==> src/hw/rtl/illa_pkg.sv <==
// Shared types, constants and the microcode program of the linked list allocator.
package illa_pkg;

  localparam int ENTRIES   = 16;
  localparam int IDX_W     = $clog2(ENTRIES);
  localparam int LINK_W    = $clog2(ENTRIES + 1);
  localparam int CMD_W     = 2;
  localparam int ID_W      = 4;
  localparam int STATUS_W  = 2;
  localparam int GRANT_W   = 4;
  localparam int HEAD_W    = 5;
  localparam int FOLLOW_W  = 5;
  localparam int IN_DATA_W  = 8;
  localparam int OUT_DATA_W = 16;
  localparam int STEP_W    = 4;

  localparam logic [LINK_W-1:0] NIL_LINK = LINK_W'(ENTRIES);

  typedef logic [STEP_W-1:0] step_t;
  typedef logic [IDX_W-1:0]  idx_t;
  typedef logic [LINK_W-1:0] link_t;

  typedef enum logic [CMD_W-1:0] {
    CMD_REINIT  = 2'd0,
    CMD_ALLOC   = 2'd1,
    CMD_RELEASE = 2'd2,
    CMD_QUERY   = 2'd3
  } cmd_e;

  typedef enum logic [STATUS_W-1:0] {
    ST_OK        = 2'd0,
    ST_NO_FREE   = 2'd1,
    ST_BAD_ENTRY = 2'd2
  } status_e;

  // datapath control word fields
  typedef enum logic [1:0] {E_KEEP, E_FH, E_ID} e_src_e;
  typedef enum logic [1:0] {CHK_NONE, CHK_FREE_EMPTY, CHK_BAD_RELEASE, CHK_BAD_QUERY} chk_e;
  typedef enum logic {NXA_E, NXA_P} nx_addr_e;
  typedef enum logic [1:0] {NXD_N, NXD_AH, NXD_FH} nx_data_e;
  typedef enum logic [1:0] {PVA_N, PVA_E, PVA_AH, PVA_FH} pv_addr_e;
  typedef enum logic [1:0] {PVD_NIL, PVD_E, PVD_P_OR_NIL} pv_data_e;
  typedef enum logic [1:0] {FH_KEEP, FH_N, FH_E, FH_ZERO} fh_op_e;
  typedef enum logic [1:0] {AH_KEEP, AH_E, AH_N_IF_HEAD, AH_NIL} ah_op_e;
  typedef enum logic [1:0] {USE_KEEP, USE_SET, USE_CLEAR, USE_CLEAR_ALL} use_op_e;

  typedef struct packed {
    e_src_e   e_src;
    chk_e     chk;
    logic     nx_we;
    nx_addr_e nx_addr;
    nx_data_e nx_data;
    logic     pv_we;
    pv_addr_e pv_addr;
    pv_data_e pv_data;
    fh_op_e   fh_op;
    ah_op_e   ah_op;
    use_op_e  use_op;
    logic     links_clear;
    logic     grant;
    logic     fol_load;
    logic     done;
  } ctrl_t;

  // datapath conditions seen by the sequencer
  typedef struct packed {
    logic fh_nil;
    logic entry_bad;
  } flags_t;

  // sequencer verdict for the current step
  typedef struct packed {
    logic    exec;
    logic    finish;
    logic    fail;
    status_e status;
  } seq_t;

  typedef struct packed {
    logic [FOLLOW_W-1:0] following;
    logic [HEAD_W-1:0]   list_head;
    logic [GRANT_W-1:0]  granted;
    logic [STATUS_W-1:0] status;
  } res_t;

  localparam step_t STEP_REINIT  = 4'd0;
  localparam step_t STEP_ALLOC   = 4'd1;
  localparam step_t STEP_RELEASE = 4'd5;
  localparam step_t STEP_QUERY   = 4'd9;

  function automatic step_t entry_step(cmd_e cmd);
    step_t s;
    case (cmd)
      CMD_REINIT:  s = STEP_REINIT;
      CMD_ALLOC:   s = STEP_ALLOC;
      CMD_RELEASE: s = STEP_RELEASE;
      CMD_QUERY:   s = STEP_QUERY;
      default:     s = STEP_REINIT;
    endcase
    return s;
  endfunction

  // microcode program
  function automatic ctrl_t ucode_word(step_t s);
    ctrl_t c;
    c = '0;
    case (s)
      STEP_REINIT: begin
        c.links_clear = 1'b1;
        c.fh_op       = FH_ZERO;
        c.ah_op       = AH_NIL;
        c.use_op      = USE_CLEAR_ALL;
        c.done        = 1'b1;
      end
      // allocate: take free head, read its links
      STEP_ALLOC: begin
        c.e_src = E_FH;
        c.chk   = CHK_FREE_EMPTY;
      end
      STEP_ALLOC + step_t'(1): begin
        c.nx_we   = 1'b1;
        c.nx_addr = NXA_E;
        c.nx_data = NXD_AH;
        c.pv_we   = 1'b1;
        c.pv_addr = PVA_N;
        c.pv_data = PVD_NIL;
        c.fh_op   = FH_N;
      end
      STEP_ALLOC + step_t'(2): begin
        c.pv_we   = 1'b1;
        c.pv_addr = PVA_E;
        c.pv_data = PVD_NIL;
      end
      STEP_ALLOC + step_t'(3): begin
        c.pv_we   = 1'b1;
        c.pv_addr = PVA_AH;
        c.pv_data = PVD_E;
        c.ah_op   = AH_E;
        c.use_op  = USE_SET;
        c.grant   = 1'b1;
        c.done    = 1'b1;
      end
      // release: unlink from active list, push on free list
      STEP_RELEASE: begin
        c.e_src = E_ID;
        c.chk   = CHK_BAD_RELEASE;
      end
      STEP_RELEASE + step_t'(1): begin
        c.nx_we   = 1'b1;
        c.nx_addr = NXA_P;
        c.nx_data = NXD_N;
        c.pv_we   = 1'b1;
        c.pv_addr = PVA_N;
        c.pv_data = PVD_P_OR_NIL;
        c.ah_op   = AH_N_IF_HEAD;
      end
      STEP_RELEASE + step_t'(2): begin
        c.nx_we   = 1'b1;
        c.nx_addr = NXA_E;
        c.nx_data = NXD_FH;
        c.pv_we   = 1'b1;
        c.pv_addr = PVA_E;
        c.pv_data = PVD_NIL;
      end
      STEP_RELEASE + step_t'(3): begin
        c.pv_we   = 1'b1;
        c.pv_addr = PVA_FH;
        c.pv_data = PVD_E;
        c.fh_op   = FH_E;
        c.use_op  = USE_CLEAR;
        c.done    = 1'b1;
      end
      STEP_QUERY: begin
        c.e_src = E_ID;
        c.chk   = CHK_BAD_QUERY;
      end
      STEP_QUERY + step_t'(1): begin
        c.fol_load = 1'b1;
        c.done     = 1'b1;
      end
      default: begin
        c.done = 1'b1;
      end
    endcase
    return c;
  endfunction

endpackage

==> src/hw/rtl/illa_link_ram.sv <==
// Link table memory: one write and one registered read per cycle, per-entry written bits.
module illa_link_ram (
  input  logic                  clk_i,
  input  logic                  rst_ni,
  input  logic                  clear_all_i,
  input  logic                  we_i,
  input  illa_pkg::idx_t        waddr_i,
  input  illa_pkg::link_t       wdata_i,
  input  logic                  re_i,
  input  illa_pkg::idx_t        raddr_i,
  output illa_pkg::link_t       rdata_o,
  output logic                  rwritten_o
);

  illa_pkg::link_t                 mem_q [illa_pkg::ENTRIES];
  logic [illa_pkg::ENTRIES-1:0]    written_q;
  illa_pkg::link_t                 rdata_q;
  logic                            rwritten_q;

  always_ff @(posedge clk_i) begin
    if (we_i) begin
      mem_q[waddr_i] <= wdata_i;
    end
    if (re_i) begin
      rdata_q <= mem_q[raddr_i];
    end
  end

  // unwritten entries read back as their reset link, supplied by the user
  always_ff @(posedge clk_i or negedge rst_ni) begin
    if (!rst_ni) begin
      written_q  <= '0;
      rwritten_q <= 1'b0;
    end else begin
      if (clear_all_i) begin
        written_q <= '0;
      end else if (we_i) begin
        written_q[waddr_i] <= 1'b1;
      end
      if (re_i) begin
        rwritten_q <= written_q[raddr_i];
      end
    end
  end

  assign rdata_o    = rdata_q;
  assign rwritten_o = rwritten_q;

endmodule

==> src/hw/rtl/illa_seq.sv <==
// Microcode sequencer: step counter, program lookup and conditional exit.
module illa_seq (
  input  logic             clk_i,
  input  logic             rst_ni,
  input  logic             start_i,
  input  illa_pkg::cmd_e   cmd_i,
  input  illa_pkg::flags_t flags_i,
  input  logic             slot_free_i,
  output illa_pkg::ctrl_t  ctrl_o,
  output illa_pkg::seq_t   seq_o,
  output logic             busy_o
);

  illa_pkg::step_t pc_q, pc_d;
  logic            busy_q, busy_d;
  illa_pkg::ctrl_t ctrl;
  logic            fail;
  logic            is_end;
  logic            go;
  illa_pkg::status_e status;

  always_comb begin
    ctrl   = illa_pkg::ucode_word(pc_q);
    fail   = 1'b0;
    status = illa_pkg::ST_OK;
    case (ctrl.chk)
      illa_pkg::CHK_FREE_EMPTY: begin
        fail   = flags_i.fh_nil;
        status = flags_i.fh_nil ? illa_pkg::ST_NO_FREE : illa_pkg::ST_OK;
      end
      illa_pkg::CHK_BAD_RELEASE, illa_pkg::CHK_BAD_QUERY: begin
        fail   = flags_i.entry_bad;
        status = flags_i.entry_bad ? illa_pkg::ST_BAD_ENTRY : illa_pkg::ST_OK;
      end
      default: begin
        fail   = 1'b0;
        status = illa_pkg::ST_OK;
      end
    endcase
    is_end = ctrl.done | fail;
    // the last step waits for a free output slot
    go     = busy_q & (~is_end | slot_free_i);
  end

  always_comb begin
    busy_d = busy_q;
    pc_d   = pc_q;
    if (start_i) begin
      busy_d = 1'b1;
      pc_d   = illa_pkg::entry_step(cmd_i);
    end else if (go) begin
      if (is_end) begin
        busy_d = 1'b0;
      end else begin
        pc_d = pc_q + illa_pkg::step_t'(1);
      end
    end
  end

  always_ff @(posedge clk_i or negedge rst_ni) begin
    if (!rst_ni) begin
      busy_q <= 1'b0;
      pc_q   <= illa_pkg::STEP_REINIT;
    end else begin
      busy_q <= busy_d;
      pc_q   <= pc_d;
    end
  end

  assign ctrl_o        = ctrl;
  assign seq_o.exec    = go & ~fail;
  assign seq_o.finish  = go & is_end;
  assign seq_o.fail    = fail;
  assign seq_o.status  = status;
  assign busy_o        = busy_q;

endmodule

==> src/hw/rtl/illa_datapath.sv <==
// Datapath: list heads, in-use marks, working entry and the two link tables.
module illa_datapath (
  input  logic                         clk_i,
  input  logic                         rst_ni,
  input  logic                         start_i,
  input  logic [illa_pkg::ID_W-1:0]    entry_id_i,
  input  illa_pkg::ctrl_t              ctrl_i,
  input  illa_pkg::seq_t               seq_i,
  output illa_pkg::flags_t             flags_o,
  output illa_pkg::res_t               res_o
);

  localparam illa_pkg::idx_t LAST_IDX = illa_pkg::IDX_W'(illa_pkg::ENTRIES - 1);

  logic [illa_pkg::ID_W-1:0]      id_q;
  illa_pkg::idx_t                 e_q, e_d;
  illa_pkg::link_t                fh_q, fh_d;
  illa_pkg::link_t                ah_q, ah_d;
  logic [illa_pkg::ENTRIES-1:0]   use_q, use_d;

  logic            re;
  illa_pkg::link_t nx_raw, pv_raw;
  logic            nx_wr, pv_wr;
  illa_pkg::link_t n_link, p_link;
  illa_pkg::link_t e_link;
  logic            is_head;
  logic            id_ok;

  logic            nx_we;
  illa_pkg::idx_t  nx_waddr;
  illa_pkg::link_t nx_wdata;
  logic            pv_we;
  illa_pkg::link_t pv_target;
  illa_pkg::link_t pv_wdata;
  illa_pkg::link_t following;

  always_ff @(posedge clk_i) begin
    if (start_i) begin
      id_q <= entry_id_i;
    end
    e_q <= e_d;
  end

  assign id_ok  = 32'(id_q) < 32'(illa_pkg::ENTRIES);
  assign e_link = illa_pkg::LINK_W'(e_q);
  assign is_head = (ah_q == e_link);

  always_comb begin
    e_d = e_q;
    re  = 1'b0;
    if (seq_i.exec) begin
      case (ctrl_i.e_src)
        illa_pkg::E_FH: begin
          e_d = illa_pkg::IDX_W'(fh_q);
          re  = 1'b1;
        end
        illa_pkg::E_ID: begin
          e_d = illa_pkg::IDX_W'(id_q);
          re  = 1'b1;
        end
        default: begin
          e_d = e_q;
          re  = 1'b0;
        end
      endcase
    end
  end

  // read address is e_d, so e_q names the entry the read data belongs to
  assign n_link = nx_wr ? nx_raw
                : (e_q == LAST_IDX) ? illa_pkg::NIL_LINK : e_link + illa_pkg::LINK_W'(1);
  assign p_link = pv_wr ? pv_raw
                : (e_q == '0) ? illa_pkg::NIL_LINK : e_link - illa_pkg::LINK_W'(1);

  always_comb begin
    nx_waddr = e_q;
    nx_we    = ctrl_i.nx_we & seq_i.exec;
    case (ctrl_i.nx_addr)
      illa_pkg::NXA_P: begin
        nx_waddr = illa_pkg::IDX_W'(p_link);
        nx_we    = nx_we & (p_link < illa_pkg::NIL_LINK) & ~is_head;
      end
      default: begin
        nx_waddr = e_q;
      end
    endcase
    case (ctrl_i.nx_data)
      illa_pkg::NXD_AH: nx_wdata = ah_q;
      illa_pkg::NXD_FH: nx_wdata = fh_q;
      default:          nx_wdata = n_link;
    endcase
  end

  always_comb begin
    case (ctrl_i.pv_addr)
      illa_pkg::PVA_E:  pv_target = e_link;
      illa_pkg::PVA_AH: pv_target = ah_q;
      illa_pkg::PVA_FH: pv_target = fh_q;
      default:          pv_target = n_link;
    endcase
    // writes aimed at the nil link are dropped
    pv_we = ctrl_i.pv_we & seq_i.exec & (pv_target < illa_pkg::NIL_LINK);
    case (ctrl_i.pv_data)
      illa_pkg::PVD_E:        pv_wdata = e_link;
      illa_pkg::PVD_P_OR_NIL: pv_wdata = is_head ? illa_pkg::NIL_LINK : p_link;
      default:                pv_wdata = illa_pkg::NIL_LINK;
    endcase
  end

  illa_link_ram u_next_ram (
    .clk_i       (clk_i),
    .rst_ni      (rst_ni),
    .clear_all_i (ctrl_i.links_clear & seq_i.exec),
    .we_i        (nx_we),
    .waddr_i     (nx_waddr),
    .wdata_i     (nx_wdata),
    .re_i        (re),
    .raddr_i     (e_d),
    .rdata_o     (nx_raw),
    .rwritten_o  (nx_wr)
  );

  illa_link_ram u_prev_ram (
    .clk_i       (clk_i),
    .rst_ni      (rst_ni),
    .clear_all_i (ctrl_i.links_clear & seq_i.exec),
    .we_i        (pv_we),
    .waddr_i     (illa_pkg::IDX_W'(pv_target)),
    .wdata_i     (pv_wdata),
    .re_i        (1'b0 | re),
    .raddr_i     (e_d),
    .rdata_o     (pv_raw),
    .rwritten_o  (pv_wr)
  );

  always_comb begin
    fh_d  = fh_q;
    ah_d  = ah_q;
    use_d = use_q;
    if (seq_i.exec) begin
      case (ctrl_i.fh_op)
        illa_pkg::FH_N:    fh_d = n_link;
        illa_pkg::FH_E:    fh_d = e_link;
        illa_pkg::FH_ZERO: fh_d = '0;
        default:           fh_d = fh_q;
      endcase
      case (ctrl_i.ah_op)
        illa_pkg::AH_E:         ah_d = e_link;
        illa_pkg::AH_N_IF_HEAD: ah_d = is_head ? n_link : ah_q;
        illa_pkg::AH_NIL:       ah_d = illa_pkg::NIL_LINK;
        default:                ah_d = ah_q;
      endcase
      case (ctrl_i.use_op)
        illa_pkg::USE_SET:       use_d[e_q] = 1'b1;
        illa_pkg::USE_CLEAR:     use_d[e_q] = 1'b0;
        illa_pkg::USE_CLEAR_ALL: use_d = '0;
        default:                 use_d = use_q;
      endcase
    end
  end

  always_ff @(posedge clk_i or negedge rst_ni) begin
    if (!rst_ni) begin
      fh_q  <= '0;
      ah_q  <= illa_pkg::NIL_LINK;
      use_q <= '0;
    end else begin
      fh_q  <= fh_d;
      ah_q  <= ah_d;
      use_q <= use_d;
    end
  end

  assign flags_o.fh_nil    = ~(fh_q < illa_pkg::NIL_LINK);
  assign flags_o.entry_bad = ~id_ok | ~use_q[illa_pkg::IDX_W'(id_q)];

  always_comb begin
    following = '0;
    if (seq_i.fail && ctrl_i.chk == illa_pkg::CHK_BAD_QUERY) begin
      following = illa_pkg::NIL_LINK;
    end else if (ctrl_i.fol_load) begin
      following = n_link;
    end
  end

  assign res_o.status    = seq_i.status;
  assign res_o.granted   = (ctrl_i.grant && !seq_i.fail) ? illa_pkg::GRANT_W'(e_q) : '0;
  assign res_o.list_head = illa_pkg::HEAD_W'(ah_d);
  assign res_o.following = illa_pkg::FOLLOW_W'(following);

endmodule

==> src/hw/rtl/indexed_linked_list_allocator.sv <==
// Top level of the indexed doubly linked list allocator.
//
// Sixteen entries sit on two doubly linked lists, free and active. One command
// per input transfer: reinitialise, allocate, release an entry, or query an
// entry's next link; each command yields exactly one result transfer carrying
// status, granted entry, active list head and following link.
// A command runs as its microcode program; allocate, release and query end
// at their first step when its check fails. One control word runs per cycle
// over one write port on each link table, save that the last step waits for
// a free output slot, and one command is in work at a time: s_tready rises
// as the result enters the output register.
// Reset leaves all entries free in index order and the active list empty;
// the link tables need no clearing pass.
// The output register holds a result until it is taken. Meanwhile a new
// command may be accepted and run up to its last step, which then waits.
module indexed_linked_list_allocator (
  input  logic                                clk_i,
  input  logic                                rst_ni,
  input  logic                                s_tvalid_i,
  output logic                                s_tready_o,
  // [1:0] command, [5:2] entry_id, [7:6] zero
  input  logic [illa_pkg::IN_DATA_W-1:0]      s_tdata_i,
  output logic                                m_tvalid_o,
  input  logic                                m_tready_i,
  // [1:0] status, [5:2] granted_entry, [10:6] list_head, [15:11] following_entry
  output logic [illa_pkg::OUT_DATA_W-1:0]     m_tdata_o
);

  logic             busy;
  logic             start;
  logic             slot_free;
  illa_pkg::ctrl_t  ctrl;
  illa_pkg::seq_t   seq;
  illa_pkg::flags_t flags;
  illa_pkg::res_t   res;

  logic                               m_valid_q;
  logic [illa_pkg::OUT_DATA_W-1:0]    m_data_q;

  assign s_tready_o = ~busy;
  assign start      = s_tvalid_i & ~busy;
  assign slot_free  = ~m_valid_q | m_tready_i;

  illa_seq u_seq (
    .clk_i       (clk_i),
    .rst_ni      (rst_ni),
    .start_i     (start),
    .cmd_i       (illa_pkg::cmd_e'(s_tdata_i[illa_pkg::CMD_W-1:0])),
    .flags_i     (flags),
    .slot_free_i (slot_free),
    .ctrl_o      (ctrl),
    .seq_o       (seq),
    .busy_o      (busy)
  );

  illa_datapath u_datapath (
    .clk_i      (clk_i),
    .rst_ni     (rst_ni),
    .start_i    (start),
    .entry_id_i (s_tdata_i[illa_pkg::CMD_W +: illa_pkg::ID_W]),
    .ctrl_i     (ctrl),
    .seq_i      (seq),
    .flags_o    (flags),
    .res_o      (res)
  );

  always_ff @(posedge clk_i or negedge rst_ni) begin
    if (!rst_ni) begin
      m_valid_q <= 1'b0;
    end else if (seq.finish) begin
      m_valid_q <= 1'b1;
    end else if (m_tready_i) begin
      m_valid_q <= 1'b0;
    end
  end

  always_ff @(posedge clk_i) begin
    if (seq.finish) begin
      m_data_q <= res;
    end
  end

  assign m_tvalid_o = m_valid_q;
  assign m_tdata_o  = m_data_q;

  // one command in work at a time
  assert property (@(posedge clk_i) disable iff (!rst_ni)
    s_tvalid_i && s_tready_o |=> !s_tready_o)
    else $error("input accepted while a command is in work");

  // a result never overwrites one that has not been taken
  assert property (@(posedge clk_i) disable iff (!rst_ni)
    m_tvalid_o && !m_tready_i |=> m_tvalid_o && $stable(m_tdata_o))
    else $error("pending result lost");

  // active head is an entry or nil
  assert property (@(posedge clk_i) disable iff (!rst_ni)
    m_tvalid_o |-> m_tdata_o[10:6] <= illa_pkg::HEAD_W'(illa_pkg::ENTRIES))
    else $error("list head out of range");

  // failed allocate grants nothing
  assert property (@(posedge clk_i) disable iff (!rst_ni)
    m_tvalid_o && m_tdata_o[1:0] == illa_pkg::ST_NO_FREE |-> m_tdata_o[5:2] == '0)
    else $error("granted entry on failed allocate");

endmodule
==> config.mk <==
export PLATFORM = sky130hd
export DESIGN_NAME = indexed_linked_list_allocator
export DESIGN_NICKNAME = d
export VERILOG_FILES = /design/src/hw/rtl/illa_pkg.sv /design/src/hw/rtl/illa_link_ram.sv /design/src/hw/rtl/illa_seq.sv /design/src/hw/rtl/illa_datapath.sv /design/src/hw/rtl/indexed_linked_list_allocator.sv
export SDC_FILE = /design/constraint.sdc
export NUM_CORES = 1
export LEC_CHECK = 0
export BUFFER_PORTS_ARGS = -buffer_cell sky130_fd_sc_hd__buf_4
export CORE_MARGIN = 2
export CORE_UTILIZATION = 56
export DETAILED_ROUTE_END_ITERATION = 10
export HOLD_SLACK_MARGIN = 0.05
export PLACE_DENSITY_LB_ADDON = 0.12
export SYNTH_ARGS = -nofsm -noshare
export SYNTH_HDL_FRONTEND = slang
export SYNTH_HIERARCHICAL = 1
export SYNTH_SLANG_ARGS = --single-unit
export TNS_END_PERCENT = 20
==> constraint.sdc <==
create_clock -name clk_i -period 4.1 [get_ports clk_i]
set_input_delay 0.82 -clock clk_i [delete_from_list [all_inputs] [get_ports clk_i]]
set_output_delay 0.82 -clock clk_i [all_outputs]
set_load 0.05 [all_outputs]
# After elaboration in Yosys (flattened, before gate mapping)
# Memory sizes are Yosys's and may differ from the RTL's. A register that Yosys moved wholly into a read port is not among the register bits.
# Cells that the tools add are included.
classes:
  reduce_logical: 25
  eq_ne: 37
  n_lt_le_gt_ge: 11
  multipliers: 0
  shift: 0
  bitwise: 26
  muxes: 63
  n_div: 0
  addsub: 3
op_table:
  columns: ["op", "count"]
  rows:
  - ["16-bit two-way mux", 4]
  - ["16-bit bitwise OR", 3]
  - ["16-bit case mux with 3 select lines", 1]
  - ["5-bit case mux with 3 select lines", 3]
  - ["5-bit two-way mux", 8]
  - ["2-bit == test (second input constant)", 15]
  - ["4-bit by 5-bit < comparator with 1-bit output (second input constant)", 5]
  - ["5-bit case mux with 5 select lines", 1]
  - ["4-bit case mux with 3 select lines", 2]
  - ["1-bit two-way mux", 23]
  - ["4-bit two-way mux", 5]
  - ["5-bit case mux with 2 select lines", 2]
  - ["2-bit by 1-bit == test with 1-bit output (second input constant)", 9]
  - ["2-bit case mux with 3 select lines", 3]
  - ["16-bit AND", 1]
  - ["4-bit by 3-bit == test with 1-bit output (second input constant)", 4]
  - ["4-bit == test (second input constant)", 4]
  - ["16-bit NOT", 1]
  - ["4-bit case mux with 4 select lines", 1]
  - ["5-bit < comparator (second input constant)", 3]
  - ["1-bit binary-select mux with 4-bit select", 3]
  - ["1-bit demux with 4-bit select", 3]
  - ["4-bit by 1-bit >= comparator with 1-bit output (second input constant)", 3]
  - ["1-bit AND", 10]
  - ["other kinds (22)", 48]
totals:
  mem_count: 2
  mem_bits_ro: 0
  output_inout_bits: 18
  word_cells: 183
  latchBits: 0
  mem_bits_rw: 160
  register_bits: 90
mem_list:
  columns: ["name", "words", "word_bits", "read_ports", "rd_ports_with_merged_regs", "wr", "line_no", "rtl"]
  rows:
  - ["u_datapath.u_next_ram.mem_q", 16, 5, 1, 1, 1, "illa_link_ram.sv:15", "illa_pkg::link_t mem_q [illa_pkg::ENTRIES];"]
  - ["u_datapath.u_prev_ram.mem_q", 16, 5, 1, 1, 1, "illa_link_ram.sv:15", null]

# Depth between registers and ports, before layout
# Gate-level depths: netlist of run 1.
logic_depth:
  depth_word: 16
  ltp_mapped: 16
  ltp_nobuf: 13

# Modules after synthesis
# Netlist of run 1, hierarchy kept.
by_module_without_submodules:
  columns: ["mod", "seq_area_each_um2", "cells_per_inst", "area_each_um2", "instances"]
  rows:
  - ["illa_link_ram (u_datapath.u_next_ram)", 2977.9, 199, 4037.6, 1]
  - ["illa_link_ram (u_datapath.u_prev_ram)", 2977.9, 199, 4030.1, 1]
  - ["illa_datapath", 852.1, 316, 2632.5, 1]
  - ["illa_seq", 125.1, 81, 605.6, 1]
  - ["indexed_linked_list_allocator", 505.5, 21, 538.0, 1]

# Worst setup path before layout of run 1
# OpenSTA, ideal clock, no wires.
synth_timing:
  kind: "register -> register"
  startpoint: "register u_datapath/id_q[1] (netlist bit)"
  endpoint: "register u_datapath.u_prev_ram.rdata_q[0], in the netlist u_datapath/u_prev_ram/rdata_o[0] (read register of u_datapath.u_prev_ram.mem_q) (data pin)"
  n_path_buf: 2
  required_ps: 3828
  arrival_time_ps: 3846
  setup_slack_ps: -18
  path_stages_with_launch: 14
  synth_period_minus_slack_ps: 4118
  setup_ps: 272
  cell_sequence: "edfxtp_1 -> mux4_2 -> mux4_2 -> inv_1 -> a22oi_1 -> nor2b_1 -> a211oi_1 -> nand2b_1 -> clkbuf_1 -> a221oi_1 -> a21oi_1 -> buf_1 -> mux4_2 -> mux4_2"
synth_rtl:
  columns: ["item", "line_no", "rtl"]
  rows:
  - ["start: declaration", "illa_datapath.sv:15", "logic [illa_pkg::ID_W-1:0] id_q;"]
  - ["start signal: assignment", "illa_datapath.sv:39", "id_q <= entry_id_i;"]
  - ["end: declaration", "illa_link_ram.sv:17", "illa_pkg::link_t rdata_q;"]

==> impl_results.md, run 1 <==
* Placeable core region at 20900 sq um
* Fin crit share at 0.979
* Synth async-reset ratio at 0.254
* Top post-synthesis cells by count: edfxtp_1 (190), nor2_1 (107), dfrtp_1 (65)
* Most common cell type on the critical path: mux4_2
* Average wire per cell in the routed design at 21.8 um
* Critical path fanouts, max at 12
* Height of the die at 149 um
* Fraction of synthesized area in multiplexers at 0.153
* Final number of hold-violating endpoints at 0
* Total power at 11100 uW
* Largest stage delay on the critical path at 0.62 ns
* Cell with the largest stage delay on the worst path: mux4_1
* DRC violation count after routing at 0
* CTS tree: built
* Critical Path, Cell by Cell: mux4_2, mux4_2, inv_2, a22oi_1, nor2b_2, a211oi_2, nand2b_1, a221oi_1, a21oi_4, buf_12, buf_12, mux4_1, mux4_2
* Num CTS Buffers at 27
* Max Root-Sink Buffers at 3
* Final max-slew violation count at 0
* Synth Register Bits at 260
* Critical path data required time at 4.39 ns
* Minimum clock period at 4.01 ns
* Growth of design area from synthesis to finish at 15.4%
* Fmax at 249 MHz
* Violation count after the first detailed-route iteration at 781
* Net count of the finished layout at 913
* Result of the run: complete, no violations
* Category of the worst setup path capture point: flop
* Vias post-DR at 7271
* Adder-Cell Fraction of Synth Area at 0.0148
* Pwr Density at 814 nW/um^2
* Initial Utilization at 0.567
* Critical Setup Path Class: flop to flop
* Total number of clock tree sinks at 260
* H-Tree Depth at 1
* Tot GR Track Use at 0.237
* Number of antenna violations at the first check in global routing at 0
* Setup slack at placement at 0.0130 ns
* Maximum number of pins on one net before global-route repair at 67
* Final cell area excluding filler cells at 13700 sq um
* Post-synthesis cell area at 11800 sq um
* Instance area at placement at 12600 sq um
* IO buf count at 27
* Number of nets in the synthesized netlist at 842
* Startpoint kind of the worst setup timing path: flop
* Post-synthesis share of cell area spent on and, or, nand and nor gates at 0.0916
* Clk pin slew, worst setup/hold paths at 0.06 ns
* Maximum resistive drop on vdd at 0.463 mV
* Worst-margin pin slew at 1.19 ns
* Clock tree skew after final layout at 0.0175 ns
* Largest area contributor in the netlist: edfxtp_1
* Aggregate routed wire length at 25.8 mm
* Compound-gate portion of the synthesized area at 0.0749
* Proportion of synthesized chip area in sequential cells at 0.628
* Count of synthesis-stage warnings from yosys at 6
* Xor and xnor area share after synthesis at 0.00518
* Largest family of logic cells by synthesized area: multiplexers
* Number of inserted diodes at 0
* Vias in the first global route at 7409
* Number of buffers inserted for hold repair after clock tree synthesis at 0
* Reported max-cap violation count at 0
* Number of placed I/O pins at 30
* Antenna viol nets, final at 0
* Via density per instance at 6.15
* Leading cell type by number of instances after synthesis: edfxtp_1
* Clock latency at the later pin of the worst-skew pair at 0.55 ns
* Hold Crit Class: input port to async pin
* Top cell type's share of synthesized area at 0.482
* Number of enable-type register cells in the synthesized netlist at 190
* Final setup fails at 0
* Leakage dissipation at 0.00515 uW
* Root cell of the clock tree: clkbuf_16
* Arrival time at the worst endpoint at 4.30 ns
* Routability congestion estimate at 0.873
* Instance count of the mapped netlist at 816
* Top cells by area, synth: edfxtp_1 (48%), dfrtp_1 (14%), mux4_1 (7.5%)
* Synth Area per Inst at 14.5 sq um
* Post-detail-place hpwl at 17.5 mm
* Router iterations before antenna repair at 8
* Overflow after GRT at 0
* Layout cell share with drive strength beyond 1 at 0.214
* Overall die area at 22300 sq um
* Horizontal die dimension at 149 um
* Number of cells traversed by the worst register-to-register path at 13
* Wire length of the first global-routing pass at 40.3 mm
* Final worst-path setup slack at 0.0856 ns
* Unrepaired setup endpoints after global routing: true
* Slew HR at 0.206
* Most used DFF post-synth: edfxtp_1
* Standard-cell row count at 53
* Number of library cell types mapped by synthesis at 61
## stage by stage
stage	hold slack, ns	std cells	setup TNS (ns)	utilization
detailed placement	0.484	1124	0	0.603
CTS	0.411	1181	0	0.654
global placement	0.473	1124	0	0.603
global route	0.440	1183	-0.240	0.654
floorplan	0.458	816	0	-
finish	0.377	1183	0	0.654
## worst max-delay path, delay by kind of cell (launching register included)
family	cells	cell delay, ns
AOI/OAI and AO/OA	4	0.43
buffers and inverters	3	0.39
DFF	1	0.47
muxes	4	2.16
and+or+nand+nor	2	0.31
## worst paths after layout
path                                                startpoint                             endpoint  slack (ns)
setup / recovery                            u_datapath/id_q[1]     u_datapath/u_prev_ram/rdata_o[2]        0.09
hold / removal                                          rst_ni                        u_seq/pc_q[2]        0.38
setup reg to reg                            u_datapath/id_q[1]     u_datapath/u_prev_ram/rdata_o[2]        0.09
hold reg to reg            u_datapath/u_prev_ram/written_q[12]  u_datapath/u_prev_ram/written_q[12]        0.49
max in group asynchronous                               rst_ni  u_datapath/u_next_ram/written_q[14]        3.11
min in group clk_i                                s_tdata_i[5]                   u_datapath/id_q[3]        0.46
## per-layer routing
metal  share of wire  global-route usage  up-vias
met2            0.50               0.400      255
met5               0                   0        -
li1                -                   -     3284
met4           0.034               0.100        0
met3           0.047              0.0317       65
met1            0.42               0.313     3667
## kinds of logic after synthesis
logic type | count (synthesis)
buffers and inverters | 76
XOR/XNOR | 7
AO/OA/AOI/OAI | 148
AND/OR/NAND/NOR | 226
adder cells (fa/ha/maj) | 14
flip-flops | 260
multiplexers | 85
## state kept, by name, indices dropped and copies added, names as in the netlist, 5 cells and up
name / cells
u_datapath/fh_q: 5
m_tdata_o: 16
u_datapath/ah_q: 5
u_datapath/u_prev_ram/mem_q: 80
u_datapath/u_next_ram/mem_q: 80
u_datapath/use_q: 16
u_datapath/u_prev_ram/written_q: 16
u_datapath/u_next_ram/rdata_o: 5
u_datapath/u_next_ram/written_q: 16
u_datapath/u_prev_ram/rdata_o: 5
## power by group
group          total [uW]  internal (uW)  switching [uW]
Sequential           3810           3530             282
Clock                2590           1590            1000
Combinational        4720           2030            2690
## timing repair
action	in CTS	in global routing
gates resized for setup	3	9
cloned	2	1
setup endpoints to repair	11	12
setup buffers	5	2
pin swaps	0	0
## layout by cell type, fill, tap and decap left out, types with 3 or more instances in the layout
cell and count:
a21oi_1 57, a221oi_1 8, a22oi_1 5, a31oi_1 8
and2_1 15, and3_1 6, buf_12 5, buf_4 84
bufinv_16 6, clkbuf_1 3, clkbuf_16 28, clkinv_1 3
clkinv_2 7, dfrtp_1 65, dfxtp_1 4, edfxtp_1 190
ha_1 14, inv_1 25, mux2_2 6, mux2i_1 13
mux4_1 28, mux4_2 38, nand2_1 25, nand2b_1 6
nand3_1 11, nand3b_1 6, nor2_1 107, nor2b_1 15
nor3_1 17, nor3b_1 3, o21ai_0 39, o31ai_1 4
xor2_1 6
## final cells by class
type | count | area [sq um]
Sequential cell | 260 | 7440
Multi-Input combinational cell | 480 | 4030
Fill cell | 1489 | 7220
Clock buffer | 30 | 687
Inverter | 26 | 97.6
Clock inverter | 20 | 270
Timing Repair Buffer | 92 | 798
Tap cell | 275 | 344
(Power assumes the default switching activity.)
==> run 2: changes to the inputs <==
Settings changed: ABC_AREA set to 1, CORE_UTILIZATION 56 to 63.
Clock period 4.1 ns to 4.3 ns, I/O delays scaled along.
==> impl_results.md, run 2 <==
* Clock latency at the later pin of the worst-skew pair at 0.53 ns
* Post-synthesis share of cell area spent on and, or, nand and nor gates at 0.197
* Most common cell type on the critical path: nand2_1
* Adder-Cell Fraction of Synth Area at 0.0142
* Final worst-path setup slack at 0.346 ns
* Total number of clock tree sinks at 260
* Critical path data required time at 4.72 ns
* Post-synthesis cell area at 12300 sq um
* Number of buffers inserted for hold repair after clock tree synthesis at 0
* Top cell type's share of synthesized area at 0.463
* Fin crit share at 0.920
* IO buf count at 27
* Post-Route Setup TNS at 0 ns
* Startpoint kind of the worst setup timing path: flop
* Placeable core region at 19300 sq um
* Layout cell share with drive strength beyond 1 at 0.140
* Unrepaired setup endpoints after global routing: false
* Hold Crit Class: input port to async pin
* Largest regs: u_datapath/u_next_ram/mem_q (80), u_datapath/u_prev_ram/mem_q (80)
* Slew HR at 0.226
* Vias post-DR at 9178
* Result of the run: complete, no violations
* Final max-slew violation count at 0
* Leading cell type by number of instances after synthesis: nor2_1
* Wire length of the first global-routing pass at 44.9 mm
* Num CTS Buffers at 27
* Synth async-reset ratio at 0.254
* Critical path fanouts, max at 78
* Post-detail-place hpwl at 18.6 mm
* Number of enable-type register cells in the synthesized netlist at 190
* Commonest cells after routing, fill and taps aside: nor2_1 (223), nand2_1 (200), edfxtp_1 (190)
* Final number of hold-violating endpoints at 0
* Growth of design area from synthesis to finish at 10.9%
* Final setup fails at 0
* Tot GR Track Use at 0.283
* Critical Path, Cell by Cell: inv_1, a21oi_1, o21ai_0, o21ai_0, o211ai_1, nand2_1, nand2_1, nand2_2, o31ai_1, inv_1, nor2_1, inv_1, a221oi_1, a21oi_4, buf_12, inv_2, nand3_1, nand3_1, nand2_1, nand2_1, nand2_1, nand2_1, nand2_1
* Fraction of synthesized area in multiplexers at 0
* Cell with the largest stage delay on the worst path: edfxtp_1
* Aggregate routed wire length at 29.3 mm
* Max Root-Sink Buffers at 3
* Largest family of logic cells by synthesized area: simple AND/OR/NAND/NOR gates
* Number of library cell types mapped by synthesis at 47
* Synth Area per Inst at 9.83 sq um
* Net count of the finished layout at 1313
* Number of placed I/O pins at 30
* Category of the worst setup path capture point: flop
* Setup slack at placement at 0.203 ns
* H-Tree Depth at 1
* Top cells by area, synth: edfxtp_1 (46%), dfrtp_1 (13%), nor2_1 (6.8%)
* Instance count of the mapped netlist at 1254
* Largest area contributor in the netlist: edfxtp_1
* Top post-synthesis cells by count: nor2_1 (223), nand2_1 (200), edfxtp_1 (190)
* Overflow after GRT at 0
* Critical Setup Path Class: flop to flop
* Clk pin slew, worst setup/hold paths at 0.06 ns
* Compound-gate portion of the synthesized area at 0.113
* Largest stage delay on the critical path at 0.47 ns
* Root cell of the clock tree: clkbuf_16
* CTS tree: built
* Vias in the first global route at 8374
* Height of the die at 144 um
* Number of nets in the synthesized netlist at 1280
* Minimum clock period at 3.95 ns
* Antenna viol nets, final at 0
* Arrival time at the worst endpoint at 4.38 ns
* Routability congestion estimate at 0.926
* Proportion of synthesized chip area in sequential cells at 0.603
* Most common cell after layout, fill and taps aside: nor2_1
* Violation count after the first detailed-route iteration at 941
* Initial Utilization at 0.638
* Average wire per cell in the routed design at 18.6 um
* Fill cells at 1400
* Number of antenna violations at the first check in global routing at 0
* Overall die area at 20700 sq um
* Number of cells in the design after placement at 1517
* Final Instance Count excl. Fillers at 1572
* Xor and xnor area share after synthesis at 0.00142
* Standard-cell row count at 51
* Horizontal die dimension at 144 um
* Clock tree skew after final layout at 0.0121 ns
* Worst-margin pin slew at 1.15 ns
* Final core area utilization at 0.707
* Router iterations before antenna repair at 6
* Reported max-cap violation count at 0
* Maximum number of pins on one net before global-route repair at 79
* Most used DFF post-synth: edfxtp_1
* Synth Register Bits at 260
* Count of synthesis-stage warnings from yosys at 6
* Via density per instance at 5.84
* Number of inserted diodes at 0
* Fmax at 253 MHz
* DRC violation count after routing at 0
## run 2: final cells by class
type,instances,area (sq um),area share
inverters,122,478,0.0349
repair buffers,57,453,0.0331
multi-input cells,817,4050,0.296
well taps,265,332,0.0242
clock buffers,37,743,0.0543
flip-flops and latches,260,7440,0.544
clock inverters,12,161,0.0118
repair inverters,2,17.5,0.00128
## run 2: stage by stage
stage          cell area (sq um)  hold WS [ns]
2_1_floorplan              12300         0.463
3_3_place_gp               12700         0.476
3_5_place_dp               12700         0.486
4_1_cts                    13600         0.498
5_1_grt                    13700         0.494
6_report                   13700         0.464
## run 2: routing by layer
layer,up-vias,part of all wire,GRT usage
met4,0,0.028,0.0820
met3,74,0.077,0.0443
met1,4393,0.42,0.394
met5,-,0,0
met2,396,0.48,0.466
li1,4315,-,-
## run 2: cell families (layout without fill, tap and decap cells)
logic type      Yosys count  after routing
compound gates          236            236
xor+xnor                  2              2
simple gates            565            565
buf+inv                 177            230
fa+ha+maj                14             14
flops                   260            260
## run 2: path summary, 6_finish.rpt
check	from	to	slack, ns	depth (start not counted)
max	u_datapath/id_q[1]	u_datapath/u_prev_ram/rwritten_o	0.35	23
min	rst_ni	m_tvalid_o	0.46	1
max reg2reg	u_datapath/id_q[1]	u_datapath/u_prev_ram/rwritten_o	0.35	23
min reg2reg	u_datapath/u_next_ram/written_q[4]	u_datapath/u_next_ram/written_q[4]	0.50	2
max in group asynchronous	rst_ni	u_datapath/u_next_ram/rwritten_o	3.18	1
min in group clk_i	u_datapath/u_next_ram/written_q[4]	u_datapath/u_next_ram/written_q[4]	0.50	2
## run 2: worst max-delay path, delay by kind of cell, from the launching register on
kind / cells / cell delay, ns
compound gates: 7 / 1.20
simple gates: 11 / 1.16
buf+inv: 5 / 0.96
flops: 1 / 0.47
## run 2: what timing repair did
item	4_1_cts	5_1_grt
gates resized for setup	0	4
setup buffers	0	4
endpoints found under the setup margin	0	12
Power of run 2 is not shown: default switching activity piles up to over one toggle a cycle in this logic, so the estimate is an artifact.
==> run 3: changes to the inputs <==
Settings changed: CELL_PAD_IN_SITES_DETAIL_PLACEMENT set to 0, CELL_PAD_IN_SITES_GLOBAL_PLACEMENT set to 1, CORE_ASPECT_RATIO set to 1.2, CORE_MARGIN 2 to 3, CORE_UTILIZATION 63 to 50.
==> impl_results.md, run 3 (synthesis results as in run 2) <==
* Startpoint kind of the worst setup timing path: flop
* Slew HR at 0.367
* Critical Path, Cell by Cell: inv_1, a21oi_1, o21ai_0, o21ai_0, o211ai_1, nand2_1, nand2_1, nand2_2, o31ai_2, inv_1, nor2_1, inv_1, a221oi_2, a21oi_4, buf_4, o21ai_0, o211ai_1, nand3_1, nand2_1
* Layout cell share with drive strength beyond 1 at 0.142
* Largest stage delay on the critical path at 0.47 ns
* Overall die area at 26600 sq um
* Number of antenna violations at the first check in global routing at 0
* Vias post-DR at 8702
* Maximum number of pins on one net before global-route repair at 67
* Critical Setup Path Class: flop to flop
* Clock tree skew after final layout at 0.0145 ns
* Unrepaired setup endpoints after global routing: false
* Critical path data required time at 4.58 ns
* Category of the worst setup path capture point: flop
* Clk pin slew, worst setup/hold paths at 0.06 ns
* Crit. path cell count at 19
* Post-detail-place hpwl at 19.3 mm
* Number of buffers inserted for hold repair after clock tree synthesis at 0
* Startpoint of the worst register-to-register path: u_datapath/id_q[1]
* Buffer and inverter count on the worst path at 4
* Total number of clock tree sinks at 260
* Critical Path Start: u_datapath/id_q[1]
* Antenna viol nets, final at 0
* Overflow after GRT at 0
* Initial Utilization at 0.511
* Hold Crit Class: input port to async pin
* Register area at 7440 sq um
* Largest regs: u_datapath/u_next_ram/mem_q (80), u_datapath/u_prev_ram/mem_q (80)
* Height of the die at 178 um
* IO buf count at 27
* Endpoint of the worst register-to-register path: u_datapath/u_prev_ram/rdata_o[4]
* Standard-cell row count at 62
* Critical path fanouts, max at 22
* Result of the run: complete, no violations
* Clock latency at the later pin of the worst-skew pair at 0.55 ns
* Fin crit share at 0.905
* DRC violation count after routing at 0
* Growth of design area from synthesis to finish at 11.6%
* Final Instance Count excl. Fillers at 1630
* Most common cell after layout, fill and taps aside: nor2_1
* Endpoint of the worst setup timing path: u_datapath/u_prev_ram/rdata_o[4]
* Horizontal die dimension at 149 um
* Number of cells traversed by the worst register-to-register path at 19
* Number of cells in the design after placement at 1579
* Minimum clock period at 3.89 ns
* Aggregate routed wire length at 29.4 mm
* Final number of hold-violating endpoints at 0
* Multi-input gate area at 4060 sq um
* Reported max-cap violation count at 0
* Final core area utilization at 0.570
* Number of inserted diodes at 0
* Worst-margin pin slew at 0.949 ns
* Vias in the first global route at 8408
* Tot GR Track Use at 0.224
* Setup slack of the worst register-to-register path at 0.41 ns
* Fill cells at 2171
* Post-Route Setup TNS at 0 ns
* Final setup fails at 0
* Router iterations before antenna repair at 4
* Number of placed I/O pins at 30
* Commonest cells after routing, fill and taps aside: nor2_1 (223), nand2_1 (200), edfxtp_1 (190)
* Root cell of the clock tree: clkbuf_16
* Net count of the finished layout at 1315
* Routability congestion estimate at 0.889
* Arrival time at the worst endpoint at 4.17 ns
* Via density per instance at 5.34
* Cell with the largest stage delay on the worst path: edfxtp_1
* H-Tree Depth at 1
* CTS tree: built
* Final max-slew violation count at 0
* Fmax at 257 MHz
* Placeable core region at 24100 sq um
* Gate family responsible for the most delay along the worst path: compound AO/OA/AOI/OAI gates
* Wire length of the first global-routing pass at 46.5 mm
* Violation count after the first detailed-route iteration at 495
* Max Root-Sink Buffers at 3
* Average wire per cell in the routed design at 18.1 um
* Num CTS Buffers at 27
-- run 3: cell types whose count changed in the layout (fill, tap and decap cells not counted), moves of 2 or more --
cell       before  now
bufinv_16       4    1
clkinv_2        3    6
buf_4          55   53
clkbuf_1        7   10
buf_12          2    7
clkinv_1        5    2
inv_8           2    0
-- run 3: worst min-delay path by stage --
stage / from / endpoint / cells past startpoint
after CTS: s_tdata_i[5] / u_datapath/id_q[3] / 1
after floorplan: u_datapath/use_q[3] / u_datapath/use_q[3] / 2
after global placement: u_datapath/u_prev_ram/written_q[11] / u_datapath/u_prev_ram/written_q[11] / 2
after global routing: s_tdata_i[5] / u_datapath/id_q[3] / 1
after detailed placement: u_datapath/use_q[11] / u_datapath/use_q[11] / 2
final: rst_ni / u_seq/pc_q[0] / 1
-- run 3: through the flow --
stage          area, sq um  setup WS [ns]  hold slack [ns]
2_1_floorplan        12300          0.180            0.463
3_3_place_gp         12900          0.112            0.478
3_5_place_dp         12900         0.0471            0.485
4_1_cts              13700        0.00458            0.474
5_1_grt              13800         0.0607            0.475
6_report             13800          0.407            0.439
-- run 3: area by class of cell --
class	instances	area share
Sequential cell	260	0.541
Multi-Input combinational cell	817	0.295
Clock buffer	40	0.0548
Timing Repair Buffer	61	0.0399
Inverter	122	0.0340
Tap cell	320	0.0291
Clock inverter	10	0.00673
-- run 3: repair_timing --
item                       4_1_cts  5_1_grt
gates resized for setup          0        3
buffers inserted                 0        1
setup endpoints to repair        0       12
-- run 3: worst reg2reg max path, stage by stage (launching register included) --
cell and delay (ns):
edfxtp_1 0.47, inv_1 0.24, a21oi_1 0.07, o21ai_0 0.07
o21ai_0 0.10, o211ai_1 0.18, nand2_1 0.13, nand2_1 0.12
nand2_2 0.11, o31ai_2 0.30, inv_1 0.12, nor2_1 0.14
inv_1 0.19, a221oi_2 0.34, a21oi_4 0.16, buf_4 0.26
o21ai_0 0.25, o211ai_1 0.14, nand3_1 0.15, nand2_1 0.10
-- run 3: per-layer routing --
| layer | vias to the layer above | global-route usage | wire, um |
|---|---|---|---|
| met5 | - | 0 | 0 |
| met2 | 166 | 0.386 | 14600 |
| li1 | 4315 | - | - |
| met3 | 49 | 0.0257 | 1220 |
| met1 | 4172 | 0.298 | 12700 |
| met4 | 0 | 0.0687 | 940 |
Power of run 3 is left out for the same reason.
